==> src/hdl/fault_drive_cycle_aging_table_core_macros.svh <==
// Assertion macros used by the fault aging table core RTL.
`ifndef FAULT_DRIVE_CYCLE_AGING_TABLE_CORE_MACROS_SVH
`define FAULT_DRIVE_CYCLE_AGING_TABLE_CORE_MACROS_SVH

`ifndef SYNTHESIS
// same-cycle implication, disabled during reset
`define FDCA_ASSERT_NOW(label, ante, cons) \
    label: assert property (@(posedge clk) disable iff (!rst_n) (ante) |-> (cons)) \
        else $error("fdca assertion failed");
// next-cycle implication, disabled during reset
`define FDCA_ASSERT_NEXT(label, ante, cons) \
    label: assert property (@(posedge clk) disable iff (!rst_n) (ante) |=> (cons)) \
        else $error("fdca assertion failed");
`else
`define FDCA_ASSERT_NOW(label, ante, cons)
`define FDCA_ASSERT_NEXT(label, ante, cons)
`endif

`endif

==> src/hdl/fdca_pkg.sv <==
// Types and constants for the fault drive-cycle aging table.
package fdca_pkg;

    localparam logic [7:0] DRIVE_CAP  = 8'd10;
    localparam logic [6:0] WARMUP_CAP = 7'd100;
    localparam logic [7:0] RELOAD_RST = 8'd40;

    typedef enum logic [2:0] {
        REQ_THRESH_UP   = 3'd0,
        REQ_CYCLE_END   = 3'd1,
        REQ_RESET_REC   = 3'd2,
        REQ_WARMUP      = 3'd3,
        REQ_LOAD_WARMUP = 3'd4,
        REQ_CLR_WARMUP  = 3'd5
    } req_code_t;

    typedef struct packed {
        logic [2:0] req_type;
        logic [3:0] fault_index;
        logic [7:0] confirm_cycles;
        logic [7:0] heal_cycles;
        logic       cycle_qualified;
        logic       warmup_done;
    } item_t;

    typedef struct packed {
        logic [7:0] drive_count;
        logic       present_flag;
        logic       confirmed_flag;
        logic [6:0] warmup_count;
    } rec_t;

endpackage

==> src/hdl/fdca_req_if.sv <==
// Event channel: valid/ready handshake with the event payload.
interface fdca_req_if;
    logic       valid;
    logic       ready;
    logic [2:0] req_type;
    logic [3:0] fault_index;
    logic [7:0] confirm_cycles;
    logic [7:0] heal_cycles;
    logic       cycle_qualified;
    logic       warmup_done;

    modport source (
        output valid, req_type, fault_index, confirm_cycles, heal_cycles,
               cycle_qualified, warmup_done,
        input  ready
    );
    modport sink (
        input  valid, req_type, fault_index, confirm_cycles, heal_cycles,
               cycle_qualified, warmup_done,
        output ready
    );
endinterface

==> src/hdl/fdca_rsp_if.sv <==
// Result channel: valid/ready handshake with the updated record.
interface fdca_rsp_if;
    logic       valid;
    logic       ready;
    logic [7:0] drive_count;
    logic       present_flag;
    logic       confirmed_flag;
    logic [6:0] warmup_count;

    modport source (
        output valid, drive_count, present_flag, confirmed_flag, warmup_count,
        input  ready
    );
    modport sink (
        input  valid, drive_count, present_flag, confirmed_flag, warmup_count,
        output ready
    );
endinterface

==> src/hdl/fdca_rec_update.sv <==
// Next-value logic for one fault record given one event.
module fdca_rec_update (
    input  fdca_pkg::rec_t  cur,
    input  fdca_pkg::item_t item,
    input  logic [7:0]      reload,
    output fdca_pkg::rec_t  nxt
);

    logic [7:0] ctr_inc;
    logic [7:0] ctr_dec;
    logic [6:0] wuc_dec;
    logic [6:0] wuc_load;

    always_comb
    begin
        ctr_inc  = (cur.drive_count < item.confirm_cycles) ? cur.drive_count + 8'd1
                                                           : cur.drive_count;
        ctr_dec  = cur.drive_count - 8'd1;
        if (ctr_dec > fdca_pkg::DRIVE_CAP)
        begin
            ctr_dec = fdca_pkg::DRIVE_CAP;
        end
        wuc_dec  = cur.warmup_count - 7'd1;
        if (wuc_dec > fdca_pkg::WARMUP_CAP)
        begin
            wuc_dec = fdca_pkg::WARMUP_CAP;
        end
        wuc_load = (reload > 8'(fdca_pkg::WARMUP_CAP)) ? fdca_pkg::WARMUP_CAP : reload[6:0];

        nxt = cur;
        unique case (item.req_type)
            fdca_pkg::REQ_THRESH_UP:
            begin
                if (!cur.present_flag)
                begin
                    nxt.present_flag = 1'b1;
                    if (cur.confirmed_flag)
                    begin
                        nxt.drive_count = item.heal_cycles;
                    end
                    else if (ctr_inc >= item.confirm_cycles)
                    begin
                        nxt.drive_count    = item.heal_cycles;
                        nxt.confirmed_flag = 1'b1;
                    end
                    else
                    begin
                        nxt.drive_count = ctr_inc;
                    end
                end
            end
            fdca_pkg::REQ_CYCLE_END:
            begin
                if (!cur.present_flag && item.cycle_qualified)
                begin
                    if (!cur.confirmed_flag)
                    begin
                        nxt.drive_count = '0;
                    end
                    else if (cur.drive_count != 8'd0)
                    begin
                        nxt.drive_count = ctr_dec;
                    end
                end
                // healed out once the warm-up budget is spent
                if (cur.warmup_count == 7'd0 && !cur.present_flag)
                begin
                    nxt.confirmed_flag = 1'b0;
                end
                nxt.present_flag = 1'b0;
            end
            fdca_pkg::REQ_RESET_REC:
            begin
                nxt.drive_count    = '0;
                nxt.present_flag   = 1'b0;
                nxt.confirmed_flag = 1'b0;
            end
            fdca_pkg::REQ_WARMUP:
            begin
                if (cur.drive_count == 8'd0 && item.warmup_done && cur.warmup_count != 7'd0)
                begin
                    nxt.warmup_count = wuc_dec;
                end
            end
            fdca_pkg::REQ_LOAD_WARMUP:
            begin
                nxt.warmup_count = wuc_load;
            end
            fdca_pkg::REQ_CLR_WARMUP:
            begin
                nxt.warmup_count = '0;
            end
            default:
            begin
                nxt = cur;
            end
        endcase
    end

endmodule

==> src/hdl/fault_drive_cycle_aging_table_core.sv <==
// Pipeline: an accepted event is registered in stage one, then its record
// in the result stage. Throughput: one event per cycle unless rsp stalls; the
// flop table RMW is in stage one, so back-to-back events see prior updates.
// Reset (rst_n, async low): table records zero, reload register 40,
// both pipeline stages empty.
`include "fault_drive_cycle_aging_table_core_macros.svh"

module fault_drive_cycle_aging_table_core #(
    parameter int NUM_FAULTS = 16
) (
    input  logic       clk,
    input  logic       rst_n,
    input  logic       wr_en,
    input  logic [7:0] wr_data,
    fdca_req_if.sink   req,
    fdca_rsp_if.source rsp
);

    localparam int TBL_AW = (NUM_FAULTS > 1) ? $clog2(NUM_FAULTS) : 1;

    logic [7:0]      reload_reg;
    logic [7:0]      reload_next;
    logic            s1_vld_reg;
    logic            s1_vld_next;
    fdca_pkg::item_t s1_item_reg;
    fdca_pkg::item_t s1_item_next;
    logic            rsp_vld_reg;
    logic            rsp_vld_next;
    fdca_pkg::rec_t  rsp_rec_reg;
    fdca_pkg::rec_t  rsp_rec_next;
    fdca_pkg::rec_t  tbl_reg  [NUM_FAULTS];
    fdca_pkg::rec_t  tbl_next [NUM_FAULTS];

    fdca_pkg::item_t in_item;
    logic            rsp_free;
    logic            s1_adv;
    logic            in_acc;
    logic [8:0]      idx_ext;
    logic            in_range;
    logic [TBL_AW-1:0] tbl_idx;
    fdca_pkg::rec_t  cur_rec;
    fdca_pkg::rec_t  upd_rec;

    assign in_item.req_type        = req.req_type;
    assign in_item.fault_index     = req.fault_index;
    assign in_item.confirm_cycles  = req.confirm_cycles;
    assign in_item.heal_cycles     = req.heal_cycles;
    assign in_item.cycle_qualified = req.cycle_qualified;
    assign in_item.warmup_done     = req.warmup_done;

    assign rsp_free  = !rsp_vld_reg || rsp.ready;
    assign s1_adv    = s1_vld_reg && rsp_free;
    assign req.ready = !s1_vld_reg || rsp_free;
    assign in_acc    = req.valid && req.ready;

    assign idx_ext  = 9'(s1_item_reg.fault_index);
    assign in_range = idx_ext < 9'(NUM_FAULTS);
    assign tbl_idx  = idx_ext[TBL_AW-1:0];
    assign cur_rec  = in_range ? tbl_reg[tbl_idx] : '0;

    fdca_rec_update u_update (
        .cur    (cur_rec),
        .item   (s1_item_reg),
        .reload (reload_reg),
        .nxt    (upd_rec)
    );

    always_comb
    begin
        reload_next  = wr_en ? wr_data : reload_reg;
        s1_vld_next  = in_acc ? 1'b1 : (s1_adv ? 1'b0 : s1_vld_reg);
        s1_item_next = in_acc ? in_item : s1_item_reg;
        rsp_vld_next = s1_adv ? 1'b1 : (rsp.ready ? 1'b0 : rsp_vld_reg);
        // out-of-range faults report an all-zero record
        rsp_rec_next = s1_adv ? (in_range ? upd_rec : '0) : rsp_rec_reg;
        for (int i = 0; i < NUM_FAULTS; i++)
        begin
            tbl_next[i] = tbl_reg[i];
        end
        if (s1_adv && in_range)
        begin
            tbl_next[tbl_idx] = upd_rec;
        end
    end

    always_ff @(posedge clk or negedge rst_n)
    begin
        if (!rst_n)
        begin
            reload_reg  <= fdca_pkg::RELOAD_RST;
            s1_vld_reg  <= 1'b0;
            rsp_vld_reg <= 1'b0;
            for (int i = 0; i < NUM_FAULTS; i++)
            begin
                tbl_reg[i] <= '0;
            end
        end
        else
        begin
            reload_reg  <= reload_next;
            s1_vld_reg  <= s1_vld_next;
            rsp_vld_reg <= rsp_vld_next;
            for (int i = 0; i < NUM_FAULTS; i++)
            begin
                tbl_reg[i] <= tbl_next[i];
            end
        end
    end

    always_ff @(posedge clk)
    begin
        s1_item_reg <= s1_item_next;
        rsp_rec_reg <= rsp_rec_next;
    end

    assign rsp.valid          = rsp_vld_reg;
    assign rsp.drive_count    = rsp_rec_reg.drive_count;
    assign rsp.present_flag   = rsp_rec_reg.present_flag;
    assign rsp.confirmed_flag = rsp_rec_reg.confirmed_flag;
    assign rsp.warmup_count   = rsp_rec_reg.warmup_count;

    `FDCA_ASSERT_NOW(a_stall_means_busy, !req.ready, s1_vld_reg)
    `FDCA_ASSERT_NOW(a_warmup_capped, s1_adv, upd_rec.warmup_count <= fdca_pkg::WARMUP_CAP)
    `FDCA_ASSERT_NEXT(a_cycle_end_clears_present, s1_adv && in_range && s1_item_reg.req_type == fdca_pkg::REQ_CYCLE_END, rsp_vld_reg && !rsp_rec_reg.present_flag)
    `FDCA_ASSERT_NEXT(a_out_of_range_zero, s1_adv && !in_range, rsp_vld_reg && rsp_rec_reg == '0)

endmodule

==> src/flat_wrapper.sv <==
// flat-port wrapper written by rule: the top's interface ports become plain ports
module fault_drive_cycle_aging_table_core_flat 
#(
    parameter int NUM_FAULTS = 16
)
  (clk, rst_n, wr_en, wr_data, req_valid, req_req_type, req_fault_index, req_confirm_cycles, req_heal_cycles, req_cycle_qualified, req_warmup_done, req_ready, rsp_valid, rsp_drive_count, rsp_present_flag, rsp_confirmed_flag, rsp_warmup_count, rsp_ready);
  fdca_req_if req_i ();
  fdca_rsp_if rsp_i ();
  input  logic clk;
  input  logic rst_n;
  input  logic wr_en;
  input  logic [7:0] wr_data;
  input wire logic [$bits(req_i.valid)-1:0] req_valid;
  input wire logic [$bits(req_i.req_type)-1:0] req_req_type;
  input wire logic [$bits(req_i.fault_index)-1:0] req_fault_index;
  input wire logic [$bits(req_i.confirm_cycles)-1:0] req_confirm_cycles;
  input wire logic [$bits(req_i.heal_cycles)-1:0] req_heal_cycles;
  input wire logic [$bits(req_i.cycle_qualified)-1:0] req_cycle_qualified;
  input wire logic [$bits(req_i.warmup_done)-1:0] req_warmup_done;
  output wire logic [$bits(req_i.ready)-1:0] req_ready;
  output wire logic [$bits(rsp_i.valid)-1:0] rsp_valid;
  output wire logic [$bits(rsp_i.drive_count)-1:0] rsp_drive_count;
  output wire logic [$bits(rsp_i.present_flag)-1:0] rsp_present_flag;
  output wire logic [$bits(rsp_i.confirmed_flag)-1:0] rsp_confirmed_flag;
  output wire logic [$bits(rsp_i.warmup_count)-1:0] rsp_warmup_count;
  input wire logic [$bits(rsp_i.ready)-1:0] rsp_ready;
  assign req_i.valid = req_valid;
  assign req_i.req_type = req_req_type;
  assign req_i.fault_index = req_fault_index;
  assign req_i.confirm_cycles = req_confirm_cycles;
  assign req_i.heal_cycles = req_heal_cycles;
  assign req_i.cycle_qualified = req_cycle_qualified;
  assign req_i.warmup_done = req_warmup_done;
  assign req_ready = req_i.ready;
  assign rsp_valid = rsp_i.valid;
  assign rsp_drive_count = rsp_i.drive_count;
  assign rsp_present_flag = rsp_i.present_flag;
  assign rsp_confirmed_flag = rsp_i.confirmed_flag;
  assign rsp_warmup_count = rsp_i.warmup_count;
  assign rsp_i.ready = rsp_ready;
  fault_drive_cycle_aging_table_core #(.NUM_FAULTS(NUM_FAULTS)) u_core (.clk(clk), .rst_n(rst_n), .wr_en(wr_en), .wr_data(wr_data), .req(req_i), .rsp(rsp_i));
endmodule
==> config.mk <==
export PLATFORM = sky130hd
export DESIGN_NAME = fault_drive_cycle_aging_table_core_flat
export DESIGN_NICKNAME = d
export VERILOG_FILES = /design/src/hdl/fdca_pkg.sv /design/src/hdl/fdca_req_if.sv /design/src/hdl/fdca_rsp_if.sv /design/src/hdl/fdca_rec_update.sv /design/src/hdl/fault_drive_cycle_aging_table_core.sv /design/src/flat_wrapper.sv
export VERILOG_INCLUDE_DIRS = /design/src /design/src/hdl
export SDC_FILE = /design/constraint.sdc
export NUM_CORES = 1
export LEC_CHECK = 0
export ABC_AREA = 1
export BUFFER_PORTS_ARGS = -buffer_cell sky130_fd_sc_hd__buf_2
export CAP_MARGIN = 30
export CORE_ASPECT_RATIO = 1.2
export CORE_UTILIZATION = 45
export CTS_CLUSTER_SIZE = 28
export DETAILED_ROUTE_END_ITERATION = 7
export GPL_TIMING_DRIVEN = 0
export MAX_ROUTING_LAYER = met4
export PLACE_DENSITY_LB_ADDON = 0.05
export SLEW_MARGIN = 10
export SYNTH_ARGS = -nofsm -noshare
export SYNTH_HDL_FRONTEND = slang
export SYNTH_SLANG_ARGS = --single-unit
==> constraint.sdc <==
create_clock -name clk -period 10.8 [get_ports clk]
set_clock_uncertainty 0.1 [all_clocks]
set_input_delay 0 -clock clk [delete_from_list [all_inputs] [get_ports clk]]
set_output_delay 0 -clock clk [all_outputs]
set_load 0.01 [all_outputs]
* Word level (Yosys, flattened, before mapping)
Index checks and enable logic that the tools add are counted.
** Cells by class
- Bitwise gates (word level) :: 1
- $lt $le $gt $ge :: 8
- $add $sub $neg :: 3
- Muxes and demuxes :: 27
- Eq/ne operators :: 5
- Reduce and logical (&&, ||, !) cells :: 20
** Operators with widths (count)
- 272-bit bitwise mux :: 1
- 17-bit binary-select mux with 4-bit select :: 1
- 17-bit demux with 4-bit select :: 1
- 17-bit 2-to-1 mux :: 4
- 8-bit 2-to-1 mux :: 7
- 10-bit case mux with 3 select lines :: 1
- 7-bit 2-to-1 mux :: 3
- 7-bit case mux with 3 select lines :: 1
- 10-bit 2-to-1 mux :: 1
- 8-bit by 1-bit adder with 8-bit output (second input constant) :: 1
- 8-bit greater-or-equal comparator :: 1
- 8-bit by 4-bit > comparator with 1-bit output (second input constant) :: 1
- 8-bit by 7-bit > comparator with 1-bit output (second input constant) :: 1
- 1-bit logical AND :: 8
- 8-bit zero test :: 1
- 8-bit less-than comparator :: 1
- 8-bit nonzero test :: 1
- 8-bit by 1-bit subtractor with 8-bit output (second input constant) :: 1
- 7-bit > comparator (second input constant) :: 1
- 7-bit zero test :: 1
- 1-bit 2-to-1 mux :: 7
- 7-bit nonzero test :: 1
- 7-bit by 1-bit subtractor with 7-bit output (second input constant) :: 1
- 3-bit by 2-bit equality test with 1-bit output (second input constant) :: 2
- 10 further kinds :: 15
** Word-level totals
- Word-level logic and storage cells :: 141
- Flip-flop bits (word level) :: 324
- Input bits :: 38

* Logic depth before layout (Yosys ltp)
- Depth in word-level cells :: 13
- Mapped depth :: 36
- Depth with buffers taken out :: 33

* Modules after synthesis
From an unflattened synthesis, not the netlist that was laid out.
** Unflattened totals
- Cell total of the unflattened synthesis :: 2140
- Area, all modules :: 16310.6 µm²
** Modules (own cells, without submodules)
- fault_drive_cycle_aging_table_core :: cells each 1817, sequential area each 8320.5 µm², area an instance 14614.0 µm², times used 1
- fdca_rec_update :: cells each 323, sequential area each 0.0 µm², area an instance 1696.6 µm², times used 1

* Worst setup path after synthesis
No wires, ideal clock.
- Kind :: register to register
- Start point :: register u_core.s1_item_reg, in the netlist u_core.tbl_idx[0]
- End point :: register u_core.rsp_rec_reg, in the netlist u_core.rsp.drive_count[0], data pin
- Slack :: 6.042 ns
- Arrival time :: 4.397 ns
- Data required time :: 10.439 ns
- Buffers on the path :: 4
- Clock period less this slack :: 4.758 ns
- Library setup time :: 0.261 ns
- Stages on the path, launching flop included :: 30
- Path through :: edfxtp_1 -> buf_6 -> buf_4 -> nand2_1 -> nand2_1 -> nand2_1 -> nand2_1 -> nand2_1 -> nand2_2 -> nor2_4 -> clkinv_1 -> ha_1 -> a21oi_1 -> nor2_1 -> a211oi_1 -> nand3b_1 -> and2_1 -> ha_1 -> a21oi_1 -> o21ai_0 -> nand2_1 -> o211ai_1 -> a21oi_1 -> nand2_1 -> buf_2 -> a21oi_1 -> nand2_1 -> nand2_1 -> nand3_2 -> buf_4
** RTL lines
- from (decl) :: RTL line fault_drive_cycle_aging_table_core.sv:25 : fdca_pkg::item_t s1_item_reg;
- from (signal assigned) :: RTL line fault_drive_cycle_aging_table_core.sv:112 : s1_item_reg <= s1_item_next;
- to (signal assigned) :: RTL line fault_drive_cycle_aging_table_core.sv:113 : rsp_rec_reg <= rsp_rec_next;
- to (decl) :: RTL line fault_drive_cycle_aging_table_core.sv:29 : fdca_pkg::rec_t rsp_rec_reg;

==> summary.txt <==
Synthesis
  – Cell accounting for the most synthesized area: sky130_fd_sc_hd__dfrtp_1
  – Yosys top cell area share: 0.4266
  – Leading register cell type out of synthesis: sky130_fd_sc_hd__dfrtp_1
  – Number of synthesized register bits: 324
  – Synth Instances: between 2000 and 2500
  – Sequential element share of the synthesized area: 0.5066
  – Syn. warnings: 0
  – Leading cell types by total area after synthesis: sky130_fd_sc_hd__dfrtp_1 43%, sky130_fd_sc_hd__nand2_1 28%, sky130_fd_sc_hd__edfxtp_1 7.7%
  – Cell area after synthesis: roughly 16000 um^2
  – Unique cell type count in the Yosys netlist: a little over 50
  – Synthesized net count: 2212
  – Share of synthesized registers carrying an async set or reset: 0.8704
  – Number of enable-type register cells in the synthesized netlist: between 40 and 50
  – Average instance area after synthesis: around 7.6 um^2

Cells and area
  – Layout-stage area growth over the synthesis result: 16.53%
  – Diodes inserted: 0
  – Post-layout nets: between 2000 and 2500
  – Most common cell after layout, fill and taps aside: sky130_fd_sc_hd__nand2_1
  – Number of flip-flops under the largest register name: between 200 and 300
  – Most frequent cells in the layout: 1216 x sky130_fd_sc_hd__nand2_1, 280 x sky130_fd_sc_hd__dfrtp_1, 122 x sky130_fd_sc_hd__inv_1
  – Share of final-layout standard cells stronger than drive strength 1: 0.1003
  – Non-filler cells in the finished layout: roughly 2800

Setup path
  – Launching element of the worst setup path: u_core.tbl_idx[3]
  – Cell repeated most along the worst path: sky130_fd_sc_hd__nand2_1
  – Endpoint of the lowest-slack register-to-register path: u_core.rsp.drive_count[4]
  – Total number of cells along the worst setup path: 26
  – CP required: around 11 ns
  – Worst Reg2Reg Path Length in Cells: 26
  – Nature of the critical path endpoint: flop
  – Crit-path max FO: 10
  – Element type at the critical path start: flop
  – Critical path buffer and inverter count: 5
  – Slowest CP cell: sky130_fd_sc_hd__nor2_1
  – Slack of the worst reg-to-reg path: approximately 4.5 ns
  – R2r startpoint: u_core.tbl_idx[3]
  – Largest delay contributor family on the critical path: simple AND/OR/NAND/NOR gates
  – Arrival time of data at the critical path endpoint: ~6.5 ns
  – Category of the critical setup timing path: flop to flop
  – Crit path largest cell delay: 0.81 ns
  – Last element of the critical path: u_core.rsp.drive_count[4]

Pwr
  – Leakage power summed over all cells: just over 0.01 uW
  – Share of power burned in the clock network: 0.329
  – Switching Share: 0.3295
  – Switching power total: approximately 1300 uW
  – Combinational Power Share: 0.249
  – Max IR drop VDD: 0.1127 mV
  – Power share of the sequential group: 0.421
  – Total power density per cell area: between 150 and 200 nW/um^2
  – Total Power Consumption: ~3800 uW
  – Internal power of the cells: roughly 2500 uW

CTS
  – Inserted Clock Buffers: 36
  – Clock tree buffer depth: 3
  – Number of gates resized after cts: 0
  – Post-CTS repair timing setup buffer count: 0
  – Sinks on Clock Net: 324
  – Root Buffer: sky130_fd_sc_hd__clkbuf_16
  – Hold buffer count at CTS: between 50 and 60
  – Clock transition at the register clock pins on the worst setup and hold paths after CTS: about 0.060 ns
  – Clock insertion delay at the later pin of the skew report: between 0.5 and 0.6 ns
  – TritonCTS clock tree: done
  – H-tree level count: 2

Die
  – Die outline width: 176.4 um
  – Initial standard-cell utilization of the core: 0.4569
  – Placement row count: between 70 and 80
  – Placeable core area: about 36000 um^2
  – Ports placed on the boundary: 57
  – Die span in y: around 210 um
  – Area of the die: around 37000 um^2

Drt
  – Via-to-Cell Ratio: about 5.2
  – # DRC: 0
  – Drt first pass iters: 5
  – DR vias: 14660
  – Post-DRT Antenna Nets: 0
  – Number of DRC violations after detailed-routing iteration 0: 1275
  – Detailed-route wire length per cell: around 19 um
  – Detailed Route WL: 53500 um

Min path
  – Launch point of the worst hold path: req_confirm_cycles[3]
  – Hold/Removal Path Class: input pin to flop

STA
  – Minimum clock period: about 6.3 ns
  – Worst slew margin: 0.3183
  – Share of the clock period used by the worst path: 0.5831
  – Fmax: 158.8 MHz
  – Number of pins with negative max-slew slack in the final report: 0
  – Final hold viol count: 0
  – Setup repair after global routing missed its margin: no
  – Worst Max-Slew Pin Slew: about 1 ns
  – Setup Total Neg Slack: 0 ns
  – Number of endpoints failing setup at the final stage: 0

Global route
  – Pin count of the biggest net entering global routing: 94
  – GRT overflow: 0
  – All-layer global routing usage: 0.3059
  – Global-route wire length before repair: ~83000 um
  – Vias in the first global route: around 14000
  – Antenna violations before repair: 0

Placement
  – Routability congestion estimate: around 0.88
  – Number of instances in the placed design: about 2700
  – HPWL after DPL: between 30000 and 40000 um
  – Number of buffer cells added on primary ports: 56

Run status
  – Result of the run: complete, no violations

Flow run
  – Max cap viols: 0
==> layer usage <==
metal / vias to the layer above / part of all wire / GRT usage
met4: 0 / 0.038 / 0.1162
met1: 7084 / 0.44 / 0.4066
met5: - / 0 / -
li1: 7030 / - / -
met2: 435 / 0.47 / 0.4832
met3: 111 / 0.049 / 0.03186
==> worst register-to-register path: stages, from the launching register on <==
cell	delay [ns]
sky130_fd_sc_hd__edfxtp_1	0.47
sky130_fd_sc_hd__nor2_1	0.81
sky130_fd_sc_hd__clkbuf_1	0.53
sky130_fd_sc_hd__nand2_1	0.13
sky130_fd_sc_hd__nand2_1	0.15
sky130_fd_sc_hd__inv_1	0.07
sky130_fd_sc_hd__nand2_2	0.15
sky130_fd_sc_hd__ha_1	0.29
sky130_fd_sc_hd__nand2_1	0.08
sky130_fd_sc_hd__nor2_1	0.04
sky130_fd_sc_hd__a211oi_1	0.44
sky130_fd_sc_hd__buf_2	0.29
sky130_fd_sc_hd__nand3b_1	0.11
sky130_fd_sc_hd__and2_1	0.18
sky130_fd_sc_hd__ha_1	0.29
sky130_fd_sc_hd__a21oi_1	0.16
sky130_fd_sc_hd__o21ai_0	0.09
sky130_fd_sc_hd__nand2_1	0.06
sky130_fd_sc_hd__o211ai_1	0.08
sky130_fd_sc_hd__a21oi_1	0.27
sky130_fd_sc_hd__nand2_1	0.14
sky130_fd_sc_hd__buf_2	0.21
sky130_fd_sc_hd__a21oi_1	0.22
sky130_fd_sc_hd__o21ai_1	0.12
sky130_fd_sc_hd__nand2_1	0.10
sky130_fd_sc_hd__nand3_2	0.23
sky130_fd_sc_hd__buf_6	0.25
==> synthesized netlist by cell type (all sizes together), types with 3 or more instances <==
cell / instances
clkbuf: 47
clkinv: 4
nand2: 1228
nor3: 7
o211ai: 3
nand4: 28
nand3: 54
dfrtp: 280
nor2: 59
ha: 20
o22ai: 25
xor2: 4
inv: 130
edfxtp: 42
mux2: 3
o21ai: 99
a21oi: 32
a22oi: 16
buf: 58
==> cells by family (layout without fill, tap and decap cells) <==
kind of cell | after synthesis | in the layout | share of synthesized area
compound gates | 182 | 182 | 0.06179
simple gates | 1381 | 1381 | 0.3423
mux | 3 | 3 | 0.002057
fa+ha+maj | 20 | 20 | 0.01524
buf+inv | 239 | 419 | 0.06933
xor+xnor | 5 | 5 | 0.002666
flops | 324 | 324 | 0.5066
==> area by class of cell <==
type                            instances  area (um^2)
Fill cell                            3465        16810
Sequential cell                       324         8320
Timing Repair Buffer                  116        965.9
Buffer                                105        628.1
Tap cell                              468        585.6
Multi-Input combinational cell       1591         6964
Clock buffer                           47        973.4
Inverter                              134        510.5
Clock inverter                         17        190.2
==> how the worst min path moves through the flow <==
| stage | slack, ns | end | cells past startpoint |
|---|---|---|---|
| floorplan | -0.40 | u_core.reload_reg[0] | 0 |
| global placement | 0.08 | u_core.s1_item_reg[15] | 1 |
| detailed placement | -0.20 | u_core.reload_reg[2] | 1 |
| CTS | 0.06 | u_core.s1_item_reg[16] | 2 |
| global route | 0.07 | u_core.s1_item_reg[8] | 2 |
| finish | 0.08 | u_core.s1_item_reg[13] | 2 |
==> power by group through the flow <==
stage / registers (uW) / logic (uW) / clock network, uW
floorplan: 1590 / 641 / 0
global placement: 1610 / 901 / 0
detailed placement: 1610 / 925 / 0
CTS: 1600 / 949 / 1270
global route: 1620 / 1070 / 1320
finish: 1600 / 947 / 1250
==> stage by stage <==
step	setup WS, ns	hold WS (ns)	instance area (um^2)	utilization
after global placement	4.026	0.07600	17290	0.4810
after floorplan	6.042	-0.3956	16420	-
final	4.503	0.07749	19140	0.5324
after global routing	4.124	0.07494	19140	0.5324
after detailed placement	4.598	-0.1972	17430	0.4849
after CTS	4.563	0.05775	19130	0.5323
Note: power is estimated with default switching activity, not from simulation.
